### src/design/sia_pkg.sv
// Shared constants for the scaled univariate interpolation block.
// No dependencies; the top level and the checker refer to it by scoped names.
`default_nettype none
package sia_pkg;
  localparam int MAX_DEGREE  = 16;  // deepest sample set
  localparam int WORD_BITS   = 64;  // arithmetic word, wraps modulo 2^WORD_BITS
  localparam int FIELD_BITS  = 64;  // width of the value and coefficient ports
  localparam int INDEX_BITS  = 4;   // width of the index port
endpackage
`default_nettype wire

### src/design/sia_ram.sv
// Generic RAM: one write port, two read ports, registered read data.
// No dependencies.
`default_nettype none
module sia_ram #(
  parameter int WIDTH = 64,
  parameter int DEPTH = 16
) (
  input  wire logic                                 clk,
  input  wire logic                                 we,
  input  wire logic [(DEPTH > 1 ? $clog2(DEPTH) : 1)-1:0] waddr,
  input  wire logic [WIDTH-1:0]                     wdata,
  input  wire logic [(DEPTH > 1 ? $clog2(DEPTH) : 1)-1:0] raddr_a,
  input  wire logic [(DEPTH > 1 ? $clog2(DEPTH) : 1)-1:0] raddr_b,
  output logic      [WIDTH-1:0]                     rdata_a,
  output logic      [WIDTH-1:0]                     rdata_b
);
  logic [WIDTH-1:0] mem [DEPTH];

  always_ff @(posedge clk) begin
    if (we) begin
      mem[waddr] <= wdata;
    end
    rdata_a <= mem[raddr_a];
    rdata_b <= mem[raddr_b];
  end
endmodule
`default_nettype wire

### src/design/sia_serial_alu.sv
// Bit-serial unit: result = p*a - q*b modulo 2^W, LSB first, one bit a cycle while shift is high.
// No dependencies; p and q are small unsigned multipliers.
`default_nettype none
module sia_serial_alu #(
  parameter int W  = 64,
  parameter int CW = 5
) (
  input  wire logic          clk,
  input  wire logic          load,
  input  wire logic          shift,
  input  wire logic [W-1:0]  a,
  input  wire logic [W-1:0]  b,
  input  wire logic [CW-1:0] p,
  input  wire logic [CW-1:0] q,
  output logic      [W-1:0]  result
);
  localparam int TW = CW + 3;

  logic [W-1:0]          sa;
  logic [W-1:0]          sb;
  logic signed [TW-1:0]  carry;
  logic signed [TW-1:0]  t;
  logic signed [TW-1:0]  pa;
  logic signed [TW-1:0]  qb;

  always_comb begin
    pa = sa[0] ? $signed(TW'(p)) : '0;
    qb = sb[0] ? $signed(TW'(q)) : '0;
    t  = pa - qb + carry;
  end

  always_ff @(posedge clk) begin
    if (load) begin
      sa    <= a;
      sb    <= b;
      carry <= '0;
    end else if (shift) begin
      sa     <= sa >> 1;
      sb     <= sb >> 1;
      carry  <= t >>> 1;
      result <= {t[0], result[W-1:1]};
    end
  end
endmodule
`default_nettype wire

### src/design/scaled_univariate_interpolation_top.sv
// Scaled univariate interpolation: samples in, D!-scaled monomial coefficients out.
// Depends on sia_pkg, sia_ram and sia_serial_alu.
//
// Usage:
//  - Sample channel (value, last, sample_valid/sample_ready): push D words in
//    index order; last marks the final word. The MAX_DEGREE-th word closes the
//    set on its own. sample_ready is high only while words are being loaded.
//  - Coefficient channel (coefficient, index, final_res, coef_valid/coef_ready):
//    D words in index order, final_res on the last one.
//  - Each operation of the three phases (difference, scale, expand) reads two
//    store words, streams them through the bit-serial unit and writes one
//    word back. A set of D words takes about 3*D*D/2 operations; the serial
//    unit is what sets how long each operation takes.
//  - Each coefficient passes through S_OUT_RD, S_OUT_WAIT and S_OUT, plus
//    receiver stall time; the output register holds each word until coef_ready.
//  - Reset clears the fill count and the state machine; store contents are
//    left as they are and are only read after being written.
//  - A stalled receiver freezes the block; no word is lost or repeated.
`default_nettype none
module scaled_univariate_interpolation_top #(
  parameter int MAX_DEGREE = sia_pkg::MAX_DEGREE,
  parameter int WORD_BITS  = sia_pkg::WORD_BITS
) (
  input  wire logic                             clk,
  input  wire logic                             rst,
  input  wire logic [sia_pkg::FIELD_BITS-1:0]   value,
  input  wire logic                             last,
  input  wire logic                             sample_valid,
  output logic                                  sample_ready,
  output logic [sia_pkg::FIELD_BITS-1:0]        coefficient,
  output logic [sia_pkg::INDEX_BITS-1:0]        index,
  output logic                                  final_res,
  output logic                                  coef_valid,
  input  wire logic                             coef_ready
);
  localparam int LW  = $clog2(MAX_DEGREE + 1);
  localparam int IW  = MAX_DEGREE > 1 ? $clog2(MAX_DEGREE) : 1;
  localparam int BCW = $clog2(WORD_BITS);

  typedef enum logic [2:0] {
    S_LOAD, S_ISSUE, S_FETCH, S_RUN, S_WRITE, S_OUT_RD, S_OUT_WAIT, S_OUT
  } state_t;
  typedef enum logic [1:0] { PH_DIFF, PH_SCALE, PH_EXPAND } phase_t;

  state_t           state;
  phase_t           ph;
  logic [LW-1:0]    cnt;      // words loaded so far
  logic [LW-1:0]    d;        // set size
  logic [LW-1:0]    u;        // outer loop counter
  logic [LW-1:0]    v;        // inner loop counter
  logic [BCW-1:0]   bitc;

  logic [LW-1:0]    x, y, p, q, lo, dm1, dm2, cnt_next;
  logic             accept, set_done;
  logic             we;
  logic [IW-1:0]    waddr, raddr_a;
  logic [WORD_BITS-1:0] wdata, rdata_a, rdata_b, alu_res;
  logic [LW+3:0]    u_wide;

  assign sample_ready = (state == S_LOAD);
  assign accept       = sample_valid && sample_ready;
  assign cnt_next     = cnt + LW'(1);
  assign set_done     = last || (cnt_next == LW'(MAX_DEGREE));
  assign dm1          = d - LW'(1);
  assign dm2          = d - LW'(2);
  assign lo           = (u > LW'(2)) ? u - LW'(1) : LW'(1);
  assign u_wide       = (LW + 4)'(u);

  // Operands of the current operation: A[x] = p*A[x] - q*A[y].
  always_comb begin
    case (ph)
      PH_DIFF: begin
        x = v; y = v - LW'(1); p = LW'(1); q = LW'(1);
      end
      PH_SCALE: begin
        x = u; y = u; p = v; q = '0;
      end
      PH_EXPAND: begin
        x = v - LW'(1); y = v; p = LW'(1); q = v - u;
      end
      default: begin
        x = '0; y = '0; p = '0; q = '0;
      end
    endcase
  end

  // Store ports: load writes share the write port with write-back.
  always_comb begin
    we      = accept || (state == S_WRITE);
    waddr   = accept ? cnt[IW-1:0] : x[IW-1:0];
    wdata   = accept ? value[WORD_BITS-1:0] : alu_res;
    raddr_a = (state == S_OUT_RD) ? u[IW-1:0] : x[IW-1:0];
  end

  sia_ram #(.WIDTH(WORD_BITS), .DEPTH(MAX_DEGREE)) u_store (
    .clk     (clk),
    .we      (we),
    .waddr   (waddr),
    .wdata   (wdata),
    .raddr_a (raddr_a),
    .raddr_b (y[IW-1:0]),
    .rdata_a (rdata_a),
    .rdata_b (rdata_b)
  );

  sia_serial_alu #(.W(WORD_BITS), .CW(LW)) u_alu (
    .clk    (clk),
    .load   (state == S_FETCH),
    .shift  (state == S_RUN),
    .a      (rdata_a),
    .b      (rdata_b),
    .p      (p),
    .q      (q),
    .result (alu_res)
  );

  always_ff @(posedge clk) begin
    if (rst) begin
      state      <= S_LOAD;
      ph         <= PH_DIFF;
      cnt        <= '0;
      coef_valid <= 1'b0;
    end else begin
      case (state)
        S_LOAD: begin
          if (accept) begin
            cnt <= cnt_next;
            if (set_done) begin
              d <= cnt_next;
              if (cnt_next == LW'(1)) begin
                // single word: nothing to compute, emit it as is
                u     <= '0;
                state <= S_OUT_RD;
              end else begin
                ph    <= PH_DIFF;
                u     <= LW'(1);
                v     <= cnt;
                state <= S_ISSUE;
              end
            end
          end
        end
        S_ISSUE: state <= S_FETCH;
        S_FETCH: begin
          bitc  <= '0;
          state <= S_RUN;
        end
        S_RUN: begin
          bitc <= bitc + BCW'(1);
          if (bitc == BCW'(WORD_BITS - 1)) begin
            state <= S_WRITE;
          end
        end
        S_WRITE: begin
          state <= S_ISSUE;
          case (ph)
            PH_DIFF: begin
              if (v > lo) begin
                v <= v - LW'(1);
              end else if (u < d) begin
                u <= u + LW'(1);
                v <= dm1;
              end else begin
                ph <= PH_SCALE;
                u  <= '0;
                v  <= LW'(2);
              end
            end
            PH_SCALE: begin
              if (v < d) begin
                v <= v + LW'(1);
              end else if (u < dm2) begin
                u <= u + LW'(1);
                v <= u + LW'(3);
              end else begin
                ph <= PH_EXPAND;
                u  <= '0;
                v  <= dm1;
              end
            end
            PH_EXPAND: begin
              if (v > u + LW'(1)) begin
                v <= v - LW'(1);
              end else if (u < dm2) begin
                u <= u + LW'(1);
                v <= dm1;
              end else begin
                u     <= '0;
                state <= S_OUT_RD;
              end
            end
            default: state <= S_LOAD;
          endcase
        end
        S_OUT_RD: state <= S_OUT_WAIT;
        S_OUT_WAIT: begin
          coefficient <= sia_pkg::FIELD_BITS'($signed(rdata_a));
          index       <= u_wide[sia_pkg::INDEX_BITS-1:0];
          final_res   <= (u == d - LW'(1));
          coef_valid  <= 1'b1;
          state       <= S_OUT;
        end
        S_OUT: begin
          if (coef_ready) begin
            coef_valid <= 1'b0;
            if (final_res) begin
              cnt   <= '0;
              state <= S_LOAD;
            end else begin
              u     <= u + LW'(1);
              state <= S_OUT_RD;
            end
          end
        end
        default: state <= S_LOAD;
      endcase
    end
  end
endmodule
`default_nettype wire

### config.mk
export PLATFORM = sky130hd
export DESIGN_NAME = scaled_univariate_interpolation_top
export DESIGN_NICKNAME = d
export VERILOG_FILES = /design/src/design/sia_pkg.sv /design/src/design/sia_ram.sv /design/src/design/sia_serial_alu.sv /design/src/design/scaled_univariate_interpolation_top.sv
export SDC_FILE = /design/constraint.sdc
export NUM_CORES = 2
export LEC_CHECK = 0
export ABC_AREA = 1
export ABC_CLOCK_PERIOD_IN_PS = 12480
export BUFFER_PORTS_ARGS = -buffer_cell sky130_fd_sc_hd__buf_2
export CAP_MARGIN = 20
export CORE_ASPECT_RATIO = 0.8
export CORE_UTILIZATION = 39
export CTS_CLUSTER_SIZE = 30
export DETAILED_ROUTE_END_ITERATION = 8
export GPL_ROUTABILITY_DRIVEN = 0
export PLACE_DENSITY_LB_ADDON = 0.15
export REMOVE_ABC_BUFFERS = 1
export SLEW_MARGIN = 20
export SYNTH_ARGS = -nofsm -noshare
export SYNTH_HDL_FRONTEND = slang
export SYNTH_SLANG_ARGS = --single-unit
### constraint.sdc
create_clock -name clk -period 12.48 [get_ports clk]
set_input_delay 0.624 -clock clk [delete_from_list [all_inputs] [get_ports clk]]
set_output_delay 0.624 -clock clk [all_outputs]
set_load 0.1 [all_outputs]
==> Word level (Yosys, flattened, before mapping) <==
Memory sizes are Yosys's and may differ from the RTL's. A register that Yosys moved wholly into a read port is not among the register bits.
Index checks and enable logic that the tools add are counted.
{ "totals": {"reg_bits": 300, "ramBits": 1024, "input_bits": 69, "output_inout_bits": 71, "elab_cells": 151, "memories": 1} }
{ "op_classes": {"addsub": 12, "order_cmp": 6, "eq_ne": 28, "n_mux": 65, "n_bitwise": 2, "n_reduce_logical": 22} }
{ "memory_table": {"columns": ["name", "words", "width", "read_ports", "rd_ports_with_merged_regs", "wr", "line", "rtl"], "rows": [
  ["u_store.mem", 16, 64, 2, 2, 1, "sia_ram.sv:17", "logic [WIDTH-1:0] mem [DEPTH];"]
]} }
{ "ops": {"columns": ["operator", "count"], "rows": [
  ["2-to-1 mux 64 bit", 5],
  ["2-to-1 mux 5 bit", 24],
  ["case mux 5 bit (3 select lines)", 3],
  ["case mux 5 bit (2 select lines)", 4],
  ["2-to-1 mux 3 bit", 8],
  ["case mux 3 bit (8 select lines)", 1],
  ["case mux 4 bit (3 select lines)", 2],
  ["adder 5 x 1 -> 5 bit, second input constant", 3],
  ["< comparator 5 bit", 3],
  ["inequality test 3 bit, second input constant", 5],
  ["subtractor 5 x 1 -> 5 bit, second input constant", 3],
  ["2-to-1 mux 2 bit", 7],
  ["equality test 3 bit, second input constant", 4],
  ["case mux 6 bit (2 select lines)", 1],
  ["AND reduction 4 bit", 3],
  ["> comparator 5 bit", 2],
  ["inequality test 2 bit, second input constant", 5],
  ["AND reduction 10 bit", 1],
  ["AND reduction 9 bit", 1],
  ["adder 8 x 7 -> 8 bit", 1],
  ["2-to-1 mux 4 bit", 2],
  ["case mux 2 bit (2 select lines)", 2],
  ["AND reduction 2 bit", 4],
  ["nonzero test 2 bit", 4],
  ["other kinds (29)", 37]
]} }

==> Logic depth before layout (Yosys ltp) <==
{ "logic_depth": {"word_depth": 6, "mapped_depth": 19} }

==> By module <==
A second synthesis with hierarchy kept.
{ "unflattened": {"cells_unflattened": 8136, "hier_area_um2": 71733.8} }
{ "modules_own_cells": {"columns": ["mod", "instances", "cells_per_inst", "area_per_inst_um2"], "rows": [
  ["sia_ram", 1, 6601, 57114.8],
  ["sia_serial_alu", 1, 719, 8069.0],
  ["scaled_univariate_interpolation_top", 1, 816, 6550.0]
]} }

==> Least setup slack after synthesis <==
Ideal clock, no wire load.
{ "synth_timing": {"kind": "reg-to-reg", "startpoint": "register state[0]", "endpoint": "memory u_store.mem[4][0] (enable)", "setup_ns": 0.487, "arrival_ns": 4.735, "t_required_ns": 11.993, "slack_ns": 7.258, "path_stages_with_launch": 13, "path_buffers": 0, "synth_period_minus_slack_ns": 5.222, "path_cell_list": "dfxtp_1 inv_1 ha_1 inv_2 nor2_4 inv_2 nor2_4 clkinv_1 nor2_1 a21oi_1 inv_1 nand3_1 nor2_1"} }
{ "synth_via": {"elab_chain_cells": 5, "elab_cells_between_ends": 7, "classes_between": "eq/ne: 1; mux: 3; reduce/logical: 3"} }
{ "synth_rtl": {"columns": ["item", "line", "rtl"], "rows": [
  ["start, declared", "scaled_univariate_interpolation_top.sv:45", "state_t state;"],
  ["start signal, assigned", "scaled_univariate_interpolation_top.sv:119", "state <= S_LOAD;"],
  ["start signal, assigned", "scaled_univariate_interpolation_top.sv:133", "state <= S_OUT_RD;"],
  ["start signal, assigned", "scaled_univariate_interpolation_top.sv:138", "state <= S_ISSUE;"],
  ["logical NOT 3 bit (*)", "scaled_univariate_interpolation_top.sv:60", "assign sample_ready = (state == S_LOAD);"],
  ["via sample_ready", "scaled_univariate_interpolation_top.sv:29", "output logic sample_ready,"],
  ["logical AND 1 bit (*)", "scaled_univariate_interpolation_top.sv:61", "assign accept = sample_valid && sample_ready;"],
  ["logical OR 1 bit", "scaled_univariate_interpolation_top.sv:89", "we = accept || (state == S_WRITE);"],
  ["2-to-1 mux 1 bit", "sia_ram.sv:20", "if (we) begin"],
  ["2-to-1 mux 1 bit (implied by the code)", "sia_ram.sv:21", "mem[waddr] <= wdata;"],
  ["end, declared", "sia_ram.sv:17", null]
]} }
Mark *: on every way through the listed nets, which the timed path passes. The rest lies on a longest branch.

==> Worst setup path in the final report <==
{ "layout_timing": {"startpoint": "register state[0]", "endpoint": "memory u_store.mem[3][52] (enable)"} }
{ "layout_via": {"elab_chain_cells": 5, "elab_cells_between_ends": 7, "classes_between": "eq/ne: 1; mux: 3; reduce/logical: 3"} }
{ "layout_rtl": {"columns": ["item", "line"], "rows": [
  ["logical NOT 3 bit", "scaled_univariate_interpolation_top.sv:60"],
  ["logical AND 1 bit", "scaled_univariate_interpolation_top.sv:61"],
  ["logical OR 1 bit", "scaled_univariate_interpolation_top.sv:89"],
  ["2-to-1 mux 1 bit", "sia_ram.sv:20"],
  ["2-to-1 mux 1 bit (implied by the code)", "sia_ram.sv:21"]
]} }
Parallel ways exist; a longest one is shown, timed or not.

==> run_results.csv <==
group,metric,value,unit
logic_synthesis,synthFlopType,"edfxtp_1",
clock_network,postCtsSetupRepairBufs,0,
sta,setup_violations,0,
logic_synthesis,async_reset_ff_frac,0,
die,die_area,0.176,mm2
sta,rsz0062_at_grt,"no",
die,ioPinCount,140,
logic_synthesis,syn_avg_cell_area,9.90,um2
critical_path,r2r_setup_slack,7.36,ns
sta,finalCriticalPeriod,5.12,ns
clock_network,cts_tree,"yes",
clock_network,cts_buffer_depth,3,
critical_path,cp.arrival,5.55,ns
critical_path,crit_fanout,45,
grt,grt_remaining_overflow,0,
sta,finClkSkew,0.0261,ns
logic_synthesis,syn-cell-area,0.0680,mm2
sta,max-slew-margin-rel,0.236,
grt,grt_usage,0.242,
status,status,"finished, final reports clean",
detailed_routing,ant_nets,0,
detailed_routing,drt-wirelength-per-cell,23.5,um
finish,regArea,0.0421,mm2
detailed_routing,dr.first_iter.drc_count,5256,
die,dieWidth,469,um
critical_path,critPathTopFamily,"buffers and inverters",
critical_path,cp-startpoint,"state[0]",
critical_path,critPathRequiredTime,12.91,ns
critical_path,worst-path-buf-inv,7,
finish,final_util,0.435,
placement,numPortBuffers,139,
detailed_routing,dr.pass1.iters,7,
logic_synthesis,yosys_warnings,0,
finish,drive_gt1_frac,0.0729,
critical_path,cp_cell_sequence,"inv_1 > ha_1 > inv_2 > nor2_4 > inv_2 > nor2_4 > buf_4 > buf_4 > o21ai_0 > inv_1 > nand3_1 > nor2_4 > buf_4",
clock_network,h-tree-depth,4,
grt,grt_pass1_wl,317,mm
logic_synthesis,synth.distinct_cells,43,
critical_path,cp_slowest_cell,"nor2_4",
min_path,hold_class,"input port to flip-flop",
placement,hpwlAfterDp,114,mm
critical_path,slowest_delay,0.85,ns
logic_synthesis,yosysTopAreaCellShare,0.577,
critical_path,cp-end-kind,"flip-flop",
sta,setup_slack,7.36,ns
sta,holdWs,0.211,ns
finish,fill_cells,16400,
critical_path,cp-start-kind,"flip-flop",
detailed_routing,drcViolationCount,0,
grt,grt_start_max_net_pins,223,
finish,multiInputGateArea,0.0212,mm2
critical_path,critical_path_class,"flip-flop to flip-flop",
logic_synthesis,synthTopCellsByArea,"edfxtp_1 (58%), nand2_1 (11%), nand3_1 (6.0%)",
clock_network,cts_resized,0,
logic_synthesis,synth_seq_cells,1452,
grt,grt_pass1_vias,48000,
detailed_routing,routed-via-count,50900,
critical_path,rr_endpoint,"u_store.mem[3][52]",
finish,syn2layout_area_growth,10.3,%
finish,nets,6895,
sta,report.final.slew_viol_count,0,
critical_path,worstRegToRegCells,13,
die,rows,136,
detailed_routing,viasPerCell,5.55,
die,core,0.172,mm2
die,fp.dieH,375,um
detailed_routing,wl,216,mm
grt,use_met2,0.375,
clock_network,cts_made_buffers,155,
flow_run,drv_cap,0,
clock_network,cts_sinks,1452,
die,start_util,0.394,
sta,post-route-period-util,0.411,
logic_synthesis,syn_inst,6864,
grt,met1_usage,0.351,
grt,grt_antenna_before_repair,9,
clock_network,clk_pin_slew_worst_paths,0.06,ns
grt,use_met3,0.0360,
clock_network,clk-insertion-delay-late,0.82,ns
sta,timing.fmax,0.195,GHz
logic_synthesis,seq_area_frac_synth,0.620,
grt,grt-busiest-layer,"met2",
clock_network,clockRootBuffer,"clkbuf_16",
sta,setup_tns,0,ns
sta,tightest_slew,1.15,ns
logic_synthesis,synth_edf_count,1306,
critical_path,r2r_start,"state[0]",
logic_synthesis,synth_area_leader_cell,"edfxtp_1",
critical_path,cp.depth,13,
critical_path,endpoint,"u_store.mem[3][52]",
sta,hold_viol,0,
placement,post-place-ws,7.34,ns
## through the flow
step / area [um2] / cells
final: 75000 / 9177
after global routing: 75000 / 9176
after CTS: 75000 / 9176
after detailed placement: 70000 / 8884
after global placement: 70000 / 8884
after floorplan: 65400 / 6388
## sequential cells by signal (all words and copies together), names as in the netlist
register         count
cnt                  5
u_alu.sa            64
coefficient         64
u_store.rdata_b     64
u_store.rdata_a     64
index                4
u_store.mem       1024
ph                   2
coef_valid           1
u_alu.carry          7
v                    5
u                    5
state                3
bitc                 6
final_res            1
u_alu.sb            64
u_alu.result        64
d                    5
## kinds of logic (layout without fill, tap and decap cells)
| family | Yosys count | in the layout | synth area share |
|---|---|---|---|
| buffers and inverters | 1100 | 1135 | 0.0716 |
| adder cells (fa/ha/maj) | 61 | 61 | 0.0119 |
| AND/OR/NAND/NOR | 2846 | 2846 | 0.174 |
| AO/OA/AOI/OAI | 1379 | 1379 | 0.119 |
| XOR/XNOR | 26 | 26 | 0.00346 |
| other | 0 | 1 | 0 |
| flip-flops | 1452 | 1452 | 0.620 |
## worst min-delay path by stage
stage,start,to,cells past startpoint
2_1_floorplan,u_store.rdata_a[63],coefficient[63],0
3_3_place_gp,u_store.rdata_a[16],coefficient[16],0
3_5_place_dp,u_store.rdata_a[16],coefficient[16],0
4_1_cts,rst,cnt[0],2
5_1_grt,rst,cnt[0],2
6_report,rst,cnt[0],2
## cell usage in the layout (no fill, tap or decap), types with 3 or more instances in the layout
cell type	n
nand2_1	1934
edfxtp_1	1306
nand3_1	821
inv_1	611
o211ai_1	454
o21ai_0	444
a21oi_1	290
o21ai_1	161
clkbuf_16	157
dfxtp_1	146
buf_2	139
buf_4	69
ha_1	55
clkbuf_1	46
nor2_1	40
clkinv_2	29
nor2_4	22
xor2_1	20
clkbuf_8	20
clkinv_1	16
nand4_1	12
buf_12	11
inv_6	7
a31oi_1	6
fa_1	6
bufinv_16	6
xnor2_1	5
inv_8	5
o21ai_4	5
inv_2	4
nor3_1	4
or2_2	4
clkinv_8	4
inv_16	4
nand3_2	3
inv_4	3
a211oi_1	3
o22ai_1	3
## layer usage
layer	vias up	wire length (um)
met4	4	5080
met5	-	23
met1	24900	97900
met2	2064	96500
li1	23700	-
met3	323	16000
## what timing repair did
item / CTS / global route
setup endpoints to repair: 0 / 0
endpoints found under the hold margin: 1 / 0
hold buffers: 1 / 0
## synth_stat cells, types with 2 or more instances
master and n:
inv_1 614, or2_2 4, a21o_1 2, nor2_1 60, nand2_1 1934, nand3_1 821, o22ai_1 3, o21ai_1 162
a31oi_1 6, o21ai_2 5, a21oi_1 292, inv_2 9, o21a_1 2, buf_4 28, buf_6 50, xor2_1 20
xnor2_1 5, fa_1 6, o21ai_0 444, nand2_2 2, o211ai_1 454, nand3_2 3, nor2_4 2, dfxtp_1 146
buf_1 34, edfxtp_1 1306, nand4_1 12, a211oi_1 3, buf_2 206, o2111ai_1 2, nor3_1 4, clkbuf_1 158
ha_1 55
## layout make-up
cell class / count / area share
clock buffers: 223 / 0.0584
repair buffers: 220 / 0.0193
inverters: 624 / 0.0319
diodes: 1 / 0.0000334
well taps: 2277 / 0.0380
multi-input cells: 4312 / 0.283
clock inverters: 68 / 0.00811
flip-flops and latches: 1452 / 0.562
Power is left out: the tool's default activity adds up to more than one toggle a clock period on the data nets, which glitch-free logic cannot reach.
